### src/hdl/pvcl_pkg.sv
`default_nettype none
package pvcl_pkg;

	localparam int unsigned CFG_INDEX_W = 3;
	localparam int unsigned CFG_DATA_W  = 16;

	localparam logic [CFG_INDEX_W-1:0] REG_TARGET_PEEP     = 3'd0;
	localparam logic [CFG_INDEX_W-1:0] REG_CUTOFF_PHASE    = 3'd1;
	localparam logic [CFG_INDEX_W-1:0] REG_LAST_PHASE      = 3'd2;
	localparam logic [CFG_INDEX_W-1:0] REG_SETTLE_DELAY_MS = 3'd3;
	localparam logic [CFG_INDEX_W-1:0] REG_INITIAL_CLOSURE = 3'd4;

	localparam logic [7:0]  TARGET_PEEP_RST     = 8'd5;
	localparam logic [5:0]  CUTOFF_PHASE_RST    = 6'd0;
	localparam logic [5:0]  LAST_PHASE_RST      = 6'd20;
	localparam logic [15:0] SETTLE_DELAY_MS_RST = 16'd500;
	localparam logic [15:0] INITIAL_CLOSURE_RST = 16'd10;

	localparam logic [9:0]  DRIVE_OFFSET    = 10'd5;
	localparam logic [7:0]  JUMP_MIN_CHECKS = 8'd8;
	localparam logic [16:0] RECIP_THIRD     = 17'd43691;

	typedef struct packed {
		logic [7:0]  target_peep;
		logic [5:0]  cutoff_phase;
		logic [5:0]  last_phase;
		logic [15:0] settle_delay_ms;
		logic [15:0] initial_closure;
		logic        load_closure;
	} cfg_t;

	typedef struct packed {
		logic [9:0]  pressure;
		logic [5:0]  phase;
		logic [31:0] now_ms;
		logic        valve_held_closed;
		logic [31:0] closed_at_ms;
		logic        new_breath;
	} tick_t;

	typedef struct packed {
		logic [9:0]  valve_drive;
		logic [15:0] closure_cycle;
		logic [15:0] wasted_loops;
		logic        peep_checked;
	} result_t;

endpackage
`default_nettype wire

### src/hdl/pvcl_cfg.sv
`default_nettype none
module pvcl_cfg
	import pvcl_pkg::*;
(
	input  wire logic                   clk,
	input  wire logic                   arst_n,
	input  wire logic                   cfg_write,
	input  wire logic [CFG_INDEX_W-1:0] cfg_index,
	input  wire logic [CFG_DATA_W-1:0]  cfg_data,
	output cfg_t                        cfg
);

	logic [7:0]  target_peep_q;
	logic [5:0]  cutoff_phase_q;
	logic [5:0]  last_phase_q;
	logic [15:0] settle_delay_ms_q;

	always_ff @(posedge clk or negedge arst_n) begin
		if (!arst_n) begin
			target_peep_q     <= TARGET_PEEP_RST;
			cutoff_phase_q    <= CUTOFF_PHASE_RST;
			last_phase_q      <= LAST_PHASE_RST;
			settle_delay_ms_q <= SETTLE_DELAY_MS_RST;
		end else if (cfg_write) begin
			case (cfg_index)
				REG_TARGET_PEEP:     target_peep_q     <= cfg_data[7:0];
				REG_CUTOFF_PHASE:    cutoff_phase_q    <= cfg_data[5:0];
				REG_LAST_PHASE:      last_phase_q      <= cfg_data[5:0];
				REG_SETTLE_DELAY_MS: settle_delay_ms_q <= cfg_data;
				default: ;
			endcase
		end
	end

	always_comb begin
		cfg.target_peep     = target_peep_q;
		cfg.cutoff_phase    = cutoff_phase_q;
		cfg.last_phase      = last_phase_q;
		cfg.settle_delay_ms = settle_delay_ms_q;
		cfg.initial_closure = cfg_data;
		cfg.load_closure    = cfg_write && (cfg_index == REG_INITIAL_CLOSURE);
	end

endmodule
`default_nettype wire

### src/hdl/pvcl_core.sv
`default_nettype none
module pvcl_core
	import pvcl_pkg::*;
(
	input  wire logic  clk,
	input  wire logic  arst_n,
	input  wire cfg_t  cfg,
	input  wire logic  step,
	input  wire tick_t tick,
	output result_t    res
);

	logic [15:0] loop_count_q;
	logic [15:0] closure_cycle_q;
	logic [7:0]  checks_q;
	logic [15:0] wasted_q;
	logic        checked_q;

	logic [15:0] lc;
	logic        chk;
	logic        below;
	logic        close_now;
	logic [9:0]  tgt;
	logic [9:0]  half;
	logic [9:0]  three_half;
	logic [9:0]  tgt3;
	logic        p_low;
	logic        p_under;
	logic        p_high;
	logic        p_over;
	logic [15:0] wasted_n;
	logic [15:0] lc_n;
	logic [31:0] deadline;
	logic        do_check;
	logic [7:0]  checks_inc;
	logic        big_drop;
	logic [33:0] third_prod;
	logic [16:0] dbl;
	logic [15:0] c1;
	logic [17:0] tri3;
	logic [16:0] grow;
	logic [15:0] c2;
	logic [15:0] cc_n;
	logic [7:0]  checks_n;
	logic        checked_n;

	always_comb begin
		lc    = tick.new_breath ? 16'd0 : loop_count_q;
		chk   = tick.new_breath ? 1'b0 : checked_q;
		below = lc < closure_cycle_q;
		close_now = !below || (tick.phase == cfg.last_phase);

		tgt        = {2'b00, cfg.target_peep};
		half       = {3'b000, cfg.target_peep[7:1]};
		tgt3       = tgt + {1'b0, cfg.target_peep, 1'b0};
		three_half = {1'b0, tgt3[9:1]};
		p_low   = tick.pressure < half;
		p_under = tick.pressure < tgt;
		p_high  = tick.pressure > three_half;
		p_over  = tick.pressure > tgt;

		res.valve_drive = close_now ? (tgt - DRIVE_OFFSET) : (tgt + DRIVE_OFFSET);

		wasted_n = wasted_q;
		if (below && p_low && (wasted_q != 16'hFFFF)) begin
			wasted_n = wasted_q + 16'd1;
		end
		lc_n = (lc == 16'hFFFF) ? lc : lc + 16'd1;

		deadline = tick.closed_at_ms + {16'd0, cfg.settle_delay_ms};
		do_check = !chk && ((tick.valve_held_closed && (tick.phase > cfg.cutoff_phase) &&
			(tick.now_ms > deadline)) || (tick.phase == cfg.last_phase));

		checks_inc = (checks_q == 8'hFF) ? checks_q : checks_q + 8'd1;
		big_drop   = p_low && (checks_inc > JUMP_MIN_CHECKS);

		dbl        = {closure_cycle_q, 1'b0};
		third_prod = {17'd0, dbl} * {17'd0, RECIP_THIRD};

		checks_n = checks_inc;
		if (big_drop) begin
			c1       = third_prod[32:17];
			checks_n = 8'd0;
		end else if (p_under) begin
			c1 = (closure_cycle_q > 16'd2) ? closure_cycle_q - 16'd1 : 16'd1;
		end else begin
			c1 = closure_cycle_q;
		end

		tri3 = {2'b00, c1} + {1'b0, c1, 1'b0};
		grow = tri3[17:1];
		if (p_high) begin
			c2       = (grow > 17'h0FFFF) ? 16'hFFFF : grow[15:0];
			checks_n = 8'd0;
		end else if (p_over) begin
			c2 = (c1 == 16'hFFFF) ? c1 : c1 + 16'd1;
		end else begin
			c2 = c1;
		end

		cc_n      = do_check ? c2 : closure_cycle_q;
		checked_n = do_check ? 1'b1 : chk;

		res.closure_cycle = cc_n;
		res.wasted_loops  = wasted_n;
		res.peep_checked  = checked_n;
	end

	always_ff @(posedge clk or negedge arst_n) begin
		if (!arst_n) begin
			loop_count_q    <= 16'd0;
			closure_cycle_q <= INITIAL_CLOSURE_RST;
			checks_q        <= 8'd0;
			wasted_q        <= 16'd0;
			checked_q       <= 1'b0;
		end else if (cfg.load_closure) begin
			closure_cycle_q <= cfg.initial_closure;
		end else if (step) begin
			loop_count_q    <= lc_n;
			closure_cycle_q <= cc_n;
			wasted_q        <= wasted_n;
			checked_q       <= checked_n;
			if (do_check) begin
				checks_q <= checks_n;
			end
		end
	end

endmodule
`default_nettype wire

### src/hdl/peep_valve_closure_learner_unit.sv
`default_nettype none
// One control tick is taken per clock cycle while the output is not stalled, and its valve drive is
// presented from the output register: the tick is captured in an input register, the learner state
// is read and updated in combinational logic, and the result lands in the output register, so ticks
// may follow each other in every cycle while the output is not stalled.
// Writing the initial closure register also reloads the learned closure cycle at once.
module peep_valve_closure_learner_unit
	import pvcl_pkg::*;
(
	input  wire logic                   clk,
	input  wire logic                   arst_n,
	input  wire logic                   cfg_write,
	input  wire logic [CFG_INDEX_W-1:0] cfg_index,
	input  wire logic [CFG_DATA_W-1:0]  cfg_data,
	input  wire logic                   tick_valid,
	output logic                        tick_stall,
	input  wire logic [9:0]             pressure,
	input  wire logic [5:0]             phase,
	input  wire logic [31:0]            now_ms,
	input  wire logic                   valve_held_closed,
	input  wire logic [31:0]            closed_at_ms,
	input  wire logic                   new_breath,
	output logic                        drive_valid,
	input  wire logic                   drive_stall,
	output logic signed [9:0]           valve_drive,
	output logic [15:0]                 closure_cycle_out,
	output logic [15:0]                 wasted_loops_out,
	output logic                        peep_checked
);

	cfg_t    cfg;
	tick_t   tick_s1;
	logic    valid_s1;
	result_t res;
	result_t res_s2;
	logic    valid_s2;
	logic    advance;

	assign advance    = valid_s1 && (!valid_s2 || !drive_stall);
	assign tick_stall = valid_s1 && !advance;

	pvcl_cfg u_cfg (
		.clk       (clk),
		.arst_n    (arst_n),
		.cfg_write (cfg_write),
		.cfg_index (cfg_index),
		.cfg_data  (cfg_data),
		.cfg       (cfg)
	);

	pvcl_core u_core (
		.clk    (clk),
		.arst_n (arst_n),
		.cfg    (cfg),
		.step   (advance),
		.tick   (tick_s1),
		.res    (res)
	);

	always_ff @(posedge clk or negedge arst_n) begin
		if (!arst_n) begin
			valid_s1 <= 1'b0;
			valid_s2 <= 1'b0;
		end else begin
			if (!tick_stall) begin
				valid_s1 <= tick_valid;
			end
			if (advance) begin
				valid_s2 <= 1'b1;
			end else if (!drive_stall) begin
				valid_s2 <= 1'b0;
			end
		end
	end

	always_ff @(posedge clk) begin
		if (tick_valid && !tick_stall) begin
			tick_s1.pressure          <= pressure;
			tick_s1.phase             <= phase;
			tick_s1.now_ms            <= now_ms;
			tick_s1.valve_held_closed <= valve_held_closed;
			tick_s1.closed_at_ms      <= closed_at_ms;
			tick_s1.new_breath        <= new_breath;
		end
		if (advance) begin
			res_s2 <= res;
		end
	end

	assign drive_valid       = valid_s2;
	assign valve_drive       = res_s2.valve_drive;
	assign closure_cycle_out = res_s2.closure_cycle;
	assign wasted_loops_out  = res_s2.wasted_loops;
	assign peep_checked      = res_s2.peep_checked;

endmodule
`default_nettype wire

### config.mk
export PLATFORM = sky130hd
export DESIGN_NAME = peep_valve_closure_learner_unit
export DESIGN_NICKNAME = d
export VERILOG_FILES = /design/src/hdl/pvcl_pkg.sv /design/src/hdl/pvcl_cfg.sv /design/src/hdl/pvcl_core.sv /design/src/hdl/peep_valve_closure_learner_unit.sv
export SDC_FILE = /design/constraint.sdc
export NUM_CORES = 1
export LEC_CHECK = 0
export ABC_AREA = 0
export BUFFER_PORTS_ARGS = -buffer_cell sky130_fd_sc_hd__buf_2
export CORE_MARGIN = 4
export CORE_UTILIZATION = 55
export CTS_CLUSTER_DIAMETER = 50
export DETAILED_ROUTE_END_ITERATION = 10
export PLACE_DENSITY = 0.77
export SYNTH_ARGS = -nofsm -noshare
export SYNTH_HDL_FRONTEND = slang
export SYNTH_SLANG_ARGS = --single-unit
### constraint.sdc
create_clock -name clk -period 8.15 [get_ports clk]
set_input_delay 0.4075 -clock clk [delete_from_list [all_inputs] [get_ports clk]]
set_output_delay 0.4075 -clock clk [all_outputs]
set_load 0.02 [all_outputs]
==> After elaboration in Yosys (flattened, before gate mapping) <==
Index checks and enable logic that the tools add are counted.
{ "word_totals": {"out_inout_bits": 45, "ff_bits": 220, "wordCells": 101, "input_bits": 106} }
{ "op_classes": {"add_sub_neg": 10, "bitwise_logic": 1, "reduce_logical": 27, "n_eq_ne": 10, "mux": 21, "order_cmp": 10, "n_mul": 1} }
{ "ops": {"columns": ["cell", "count"], "rows": [
  ["two-way mux 16 bit", 13],
  ["adder 16 x 1 -> 16 bit (second input constant)", 3],
  ["adder 32 x 16 -> 32 bit", 1],
  ["== test 16 bit (second input constant)", 2],
  ["greater-than comparator 32 bit", 1],
  ["multiplier 16 x 16 -> 32 bit (second input constant)", 1],
  ["two-way mux 8 bit", 3],
  ["adder 16 x 17 -> 18 bit", 1],
  ["greater-than comparator 17 x 16 -> 1 bit (second input constant)", 1],
  ["greater-than comparator 16 x 2 -> 1 bit (second input constant)", 1],
  ["less-than comparator 16 bit", 1],
  ["!= test 16 bit (second input constant)", 1],
  ["subtractor 16 x 1 -> 16 bit (second input constant)", 1],
  ["adder 8 x 9 -> 10 bit", 1],
  ["greater-than comparator 10 x 8 -> 1 bit", 1],
  ["greater-than comparator 10 x 9 -> 1 bit", 1],
  ["logical AND 1 bit", 10],
  ["less-than comparator 10 x 7 -> 1 bit", 1],
  ["less-than comparator 10 x 8 -> 1 bit", 1],
  ["two-way mux 10 bit", 1],
  ["AND reduction 2 bit", 5],
  ["adder 8 x 3 -> 9 bit (second input constant)", 1],
  ["subtractor 8 x 3 -> 9 bit (second input constant)", 1],
  ["adder 8 x 1 -> 8 bit (second input constant)", 1],
  ["15 further kinds", 26]
]} }

==> Longest topological paths before layout <==
{ "depth": {"word_depth": 12, "depth_mapped": 34, "ltp_nobuf": 34} }

==> Modules after synthesis <==
A second synthesis with hierarchy kept.
{ "hier_totals": {"cells_unflattened": 1956, "hier_area_um2": 19503.7} }
{ "by_module_without_submodules": {"columns": ["module", "area_each_um2", "cells_each", "n_inst", "seq_area_each_um2"], "rows": [
  ["pvcl_core", 14128.6, 1726, 1, 1428.9],
  ["peep_valve_closure_learner_unit", 3846.2, 133, 1, 3803.6],
  ["pvcl_cfg", 1529.0, 97, 1, 913.4]
]} }

==> Worst setup path after synthesis <==
OpenSTA, ideal clock, no wires.
{ "synth_timing": {"path_kind": "flip-flop to flip-flop", "startpoint": "reg u_core.closure_cycle_q[3]", "endpoint": "reg res_s2 (netlist bit closure_cycle_out[15]), data pin", "required_ps": 7890, "path_buffers": 1, "path_slack_ps": 118, "arrival_time_ps": 7772, "synth_period_minus_slack_ps": 8032, "setup_time_ps": 260, "stages_incl_launch_ff": 34, "cell_sequence": "dfstp_2 -> ha_1 -> xor2_1 -> ha_1 -> inv_1 -> fa_1 -> inv_1 -> fa_1 -> fa_1 -> inv_1 -> fa_1 -> inv_1 -> ha_1 -> buf_2 -> nand4_1 -> a21oi_1 -> nand2_1 -> or4_1 -> a41oi_1 -> a21oi_1 -> nor2b_1 -> nor2_1 -> xnor2_1 -> a21oi_1 -> inv_1 -> ha_1 -> and3_1 -> o211ai_1 -> o21ai_1 -> or4_1 -> nor3_1 -> a211o_1 -> o21ai_1 -> mux2_2"} }
{ "synth_lines": {"columns": ["element", "line_no", "source"], "rows": [
  ["start: declaration", "pvcl_core.sv:14", "logic [15:0] closure_cycle_q;"],
  ["start signal: assignment", "pvcl_core.sv:117", "closure_cycle_q <= cfg.initial_closure;"],
  ["start signal: assignment", "pvcl_core.sv:120", "closure_cycle_q <= cc_n;"],
  ["end signal: assignment", "peep_valve_closure_learner_unit.sv:86", "res_s2 <= res;"],
  ["end: declaration", "peep_valve_closure_learner_unit.sv:35", "result_t res_s2;"]
]} }

==> key figures <==
Run status
  – Status: complete, no violations

Timing
  – Fin Clk Skew: 14.8 ps
  – Final hold vios: 0
  – Min cycle time layout: 7900 ps
  – Worst-Margin Slew: 1080 ps
  – Slew HR: 27.7%
  – Period Utilization, post-route: 97.0%
  – Setup WS post-layout: 245 ps
  – Setup violations, final: 0
  – Final Max Tran Viols: 0
  – Maximum clock frequency: 127 MHz

Clock tree
  – Clk Latency, worst-skew pair: 560 ps
  – CTS Sinks: 220
  – Clock Root Buffer: clkbuf_16
  – CTS tree: built
  – # H-tree levels: 1
  – CTS Buf Count: 29
  – Maximum buffer depth of the clock tree: 3
  – Reg clk slew, reported paths: 60 ps

Floorplan
  – Die Wd: 193 um
  – Die area: 37300 um^2
  – Die H: 193 um
  – Row Count: 67
  – Starting Density: 56.0%
  – Top Ports: 151
  – Core ar.: 33600 um^2

Worst setup path
  – Number of stages on the worst setup path: 33
  – Crit path DAT: 8210 ps
  – Max Fanout on Critical Path: 5
  – Reg2reg end: closure_cycle_out[15]$_DFFE_PP_
  – Reg2reg setup slack: 250 ps
  – CP required: 8460 ps
  – CP top delay family: adder cells
  – Crit. End Element: register
  – Slowest cell on crit path: fa_1
  – Setup crit start: u_core.closure_cycle_q[13]$_DFFE_PN0P_
  – Worst r2r src: u_core.closure_cycle_q[13]$_DFFE_PN0P_
  – Buffers and inverters on the worst path: 6
  – Crit-path max cell delay: 560 ps
  – Worst r2r path cells: 33
  – CP endpoint: closure_cycle_out[15]$_DFFE_PP_
  – Crit Path Class: reg -> reg
  – CP Launch Type: register

Synthesis
  – Synth Cell Area: 18800 um^2
  – Synth Instances: 1906
  – Post-synthesis register bit count: 220
  – Sequential share of the synthesized area: 32.6%
  – Synth cell types: 85
  – Synthesized area per cell: 9.88 um^2
  – Ys async rst share: 43.2%
  – Number of synthesized flops with an enable pin: 125
  – Commonest register cell after synthesis: edfxtp_1
  – Syn Nets: 2350
  – Synth warn: 0

Route
  – WL/cell: 19.8 um
  – DRC: 0
  – Initial DRC count: 1219
  – Final ANT Viol Nets: 0
  – Met1 wire length: 22400 um
  – Top Metal Used: met4
  – Via count: 15585
  – Routed wire length: 52600 um
  – Met2 wire length: 24900 um
  – First-pass DRT Iterations: 6
  – DR WL met3: 3290 um
  – Vias/cell: 5.87

Layout
  – Area of the multi-input gates: 12100 um^2
  – Most frequent cells in the layout: ha_1, inv_1, buf_2
  – Fraction of layout cells with a size suffix above 1: 22.4%
  – Register area: 6160 um^2
  – Area grow syn2layout: 19.4%
  – Commonest non-fill, non-tap cell in the layout: ha_1
  – Final #Nets: 2629
  – Fill cell total of the finished layout: 2614

Global route
  – First-pass GRT wire length: 83700 um
  – Initial antenna violation count: 1
  – Largest net degree at the start of global routing: 83
  – Global-route usage over all layers: 28.4%
  – Grt ovf: 0
  – Vias in the first global route: 15798

Run
  – Max_cap viols: 0

Place
  – DP Wirelength: 41600 um
  – Port bufs: 150
  – GP Congestion: 0.963
  – Pre-CTS setup slack: -335 ps

Worst hold path
  – HP Class: in -> reg
[synthesized netlist by cell type, types with 6 or more instances]
| cell type | n | area, um^2 |
|---|---|---|
| ha_1 | 259 | 3240 |
| nor2b_1 | 36 | 225 |
| a211oi_1 | 9 | 67.6 |
| dfrtp_1 | 83 | 2080 |
| mux2_2 | 37 | 417 |
| a31oi_1 | 13 | 81.3 |
| nand2b_1 | 17 | 106 |
| and2_1 | 12 | 75.1 |
| nand3_1 | 54 | 270 |
| o211ai_1 | 14 | 105 |
| and3_1 | 29 | 181 |
| fa_1 | 79 | 1580 |
| nand2_1 | 134 | 503 |
| nor2_1 | 84 | 315 |
| o31ai_1 | 13 | 97.6 |
| o21a_1 | 21 | 158 |
| a21oi_1 | 101 | 505 |
| clkbuf_1 | 32 | 120 |
| nor4_1 | 10 | 62.6 |
| inv_1 | 231 | 867 |
| nand4_1 | 33 | 206 |
| o31a_1 | 6 | 52.6 |
| a21o_1 | 30 | 225 |
| buf_2 | 11 | 55.1 |
| o22ai_1 | 7 | 43.8 |
| o21ai_1 | 7 | 35.0 |
| xnor2_1 | 86 | 753 |
| dfstp_2 | 12 | 315 |
| and4_1 | 8 | 70.1 |
| edfxtp_1 | 125 | 3750 |
| o21ai_0 | 96 | 480 |
| xor2_1 | 42 | 368 |
| a22oi_1 | 8 | 60.1 |
| o21bai_1 | 12 | 90.1 |
| mux2i_1 | 15 | 150 |
| nor3_1 | 34 | 170 |
| a2bb2oi_1 | 7 | 61.3 |
[cells by family after synthesis]
logic type | Yosys count | synth area share [%]
and+or+nand+nor | 490 | 13.3
buffers and inverters | 281 | 5.70
AOI/OAI and AO/OA | 397 | 13.8
muxes | 52 | 3.01
xor gates and xnor gates | 128 | 5.95
DFF | 220 | 32.6
adders and majority gates | 338 | 25.6
[layout make-up]
| class | count | area share, % |
|---|---|---|
| Clock buffer | 39 | 3.53 |
| Timing Repair Buffer | 294 | 8.19 |
| Tap cell | 448 | 2.49 |
| Inverter | 235 | 3.92 |
| Sequential cell | 220 | 27.4 |
| Multi-Input combinational cell | 1405 | 53.8 |
| Antenna cell | 1 | 0.0111 |
| Clock inverter | 15 | 0.685 |
[stage by stage]
stage          instance area [um^2]  std cells  TNS, ps  utilization [%]  hold slack (ps)
3_3_place_gp                  20900       2587    -1750             62.3              368
3_5_place_dp                  20900       2587    -2840             62.3              373
5_1_grt                       22500       2657     -317             66.9            0.209
2_1_floorplan                 18800       1906        0                -              112
4_1_cts                       22000       2642        0             65.3           0.0391
6_report                      22500       2657        0             66.9             19.4
[metal layers]
layer | vias to the layer above | track usage [%]
met5 | - | 0
met4 | 0 | 10.3
met3 | 125 | 3.80
met2 | 544 | 46.5
met1 | 7588 | 38.8
li1 | 7328 | -
[registers in the layout, indices dropped and copies added (netlist names)]
register and flops:
u_cfg.last_phase_q 6, drive_valid 1, u_cfg.cutoff_phase_q 6, u_core.closure_cycle_q 16, peep_checked 1, u_core.loop_count_q 16, valve_drive 10, u_cfg.target_peep_q 8
valid_s1 1, u_core.checked_q 1, wasted_loops_out 16, u_core.checks_q 8, u_cfg.settle_delay_ms_q 16, tick_s1 82, u_core.wasted_q 16, closure_cycle_out 16
[worst min path at each step]
stage / start / to / slack [ps] / depth (start not counted)
after floorplan: arst_n / drive_valid$_DFFE_PN0P_ / 110 / 0
after global placement: arst_n / u_cfg.settle_delay_ms_q[1]$_DFFE_PN0P_ / 370 / 1
after detailed placement: arst_n / u_cfg.settle_delay_ms_q[1]$_DFFE_PN0P_ / 370 / 1
after CTS: now_ms[25] / tick_s1[59]$_DFFE_PP_ / 0.04 / 1
after global routing: now_ms[25] / tick_s1[59]$_DFFE_PP_ / 0.2 / 1
final: now_ms[25] / tick_s1[59]$_DFFE_PP_ / 20 / 1
[timing repair]
action | 4_1_cts | 5_1_grt
pin swaps | 4 | 27
hold buffers | 1 | 0
resized for setup | 13 | 76
setup buffers | 0 | 14
endpoints found under the hold margin | 22 | 0
setup endpoints to repair | 19 | 32
Power is not shown: default switching activity piles up to over one toggle a cycle in this logic, so the estimate is an artifact.
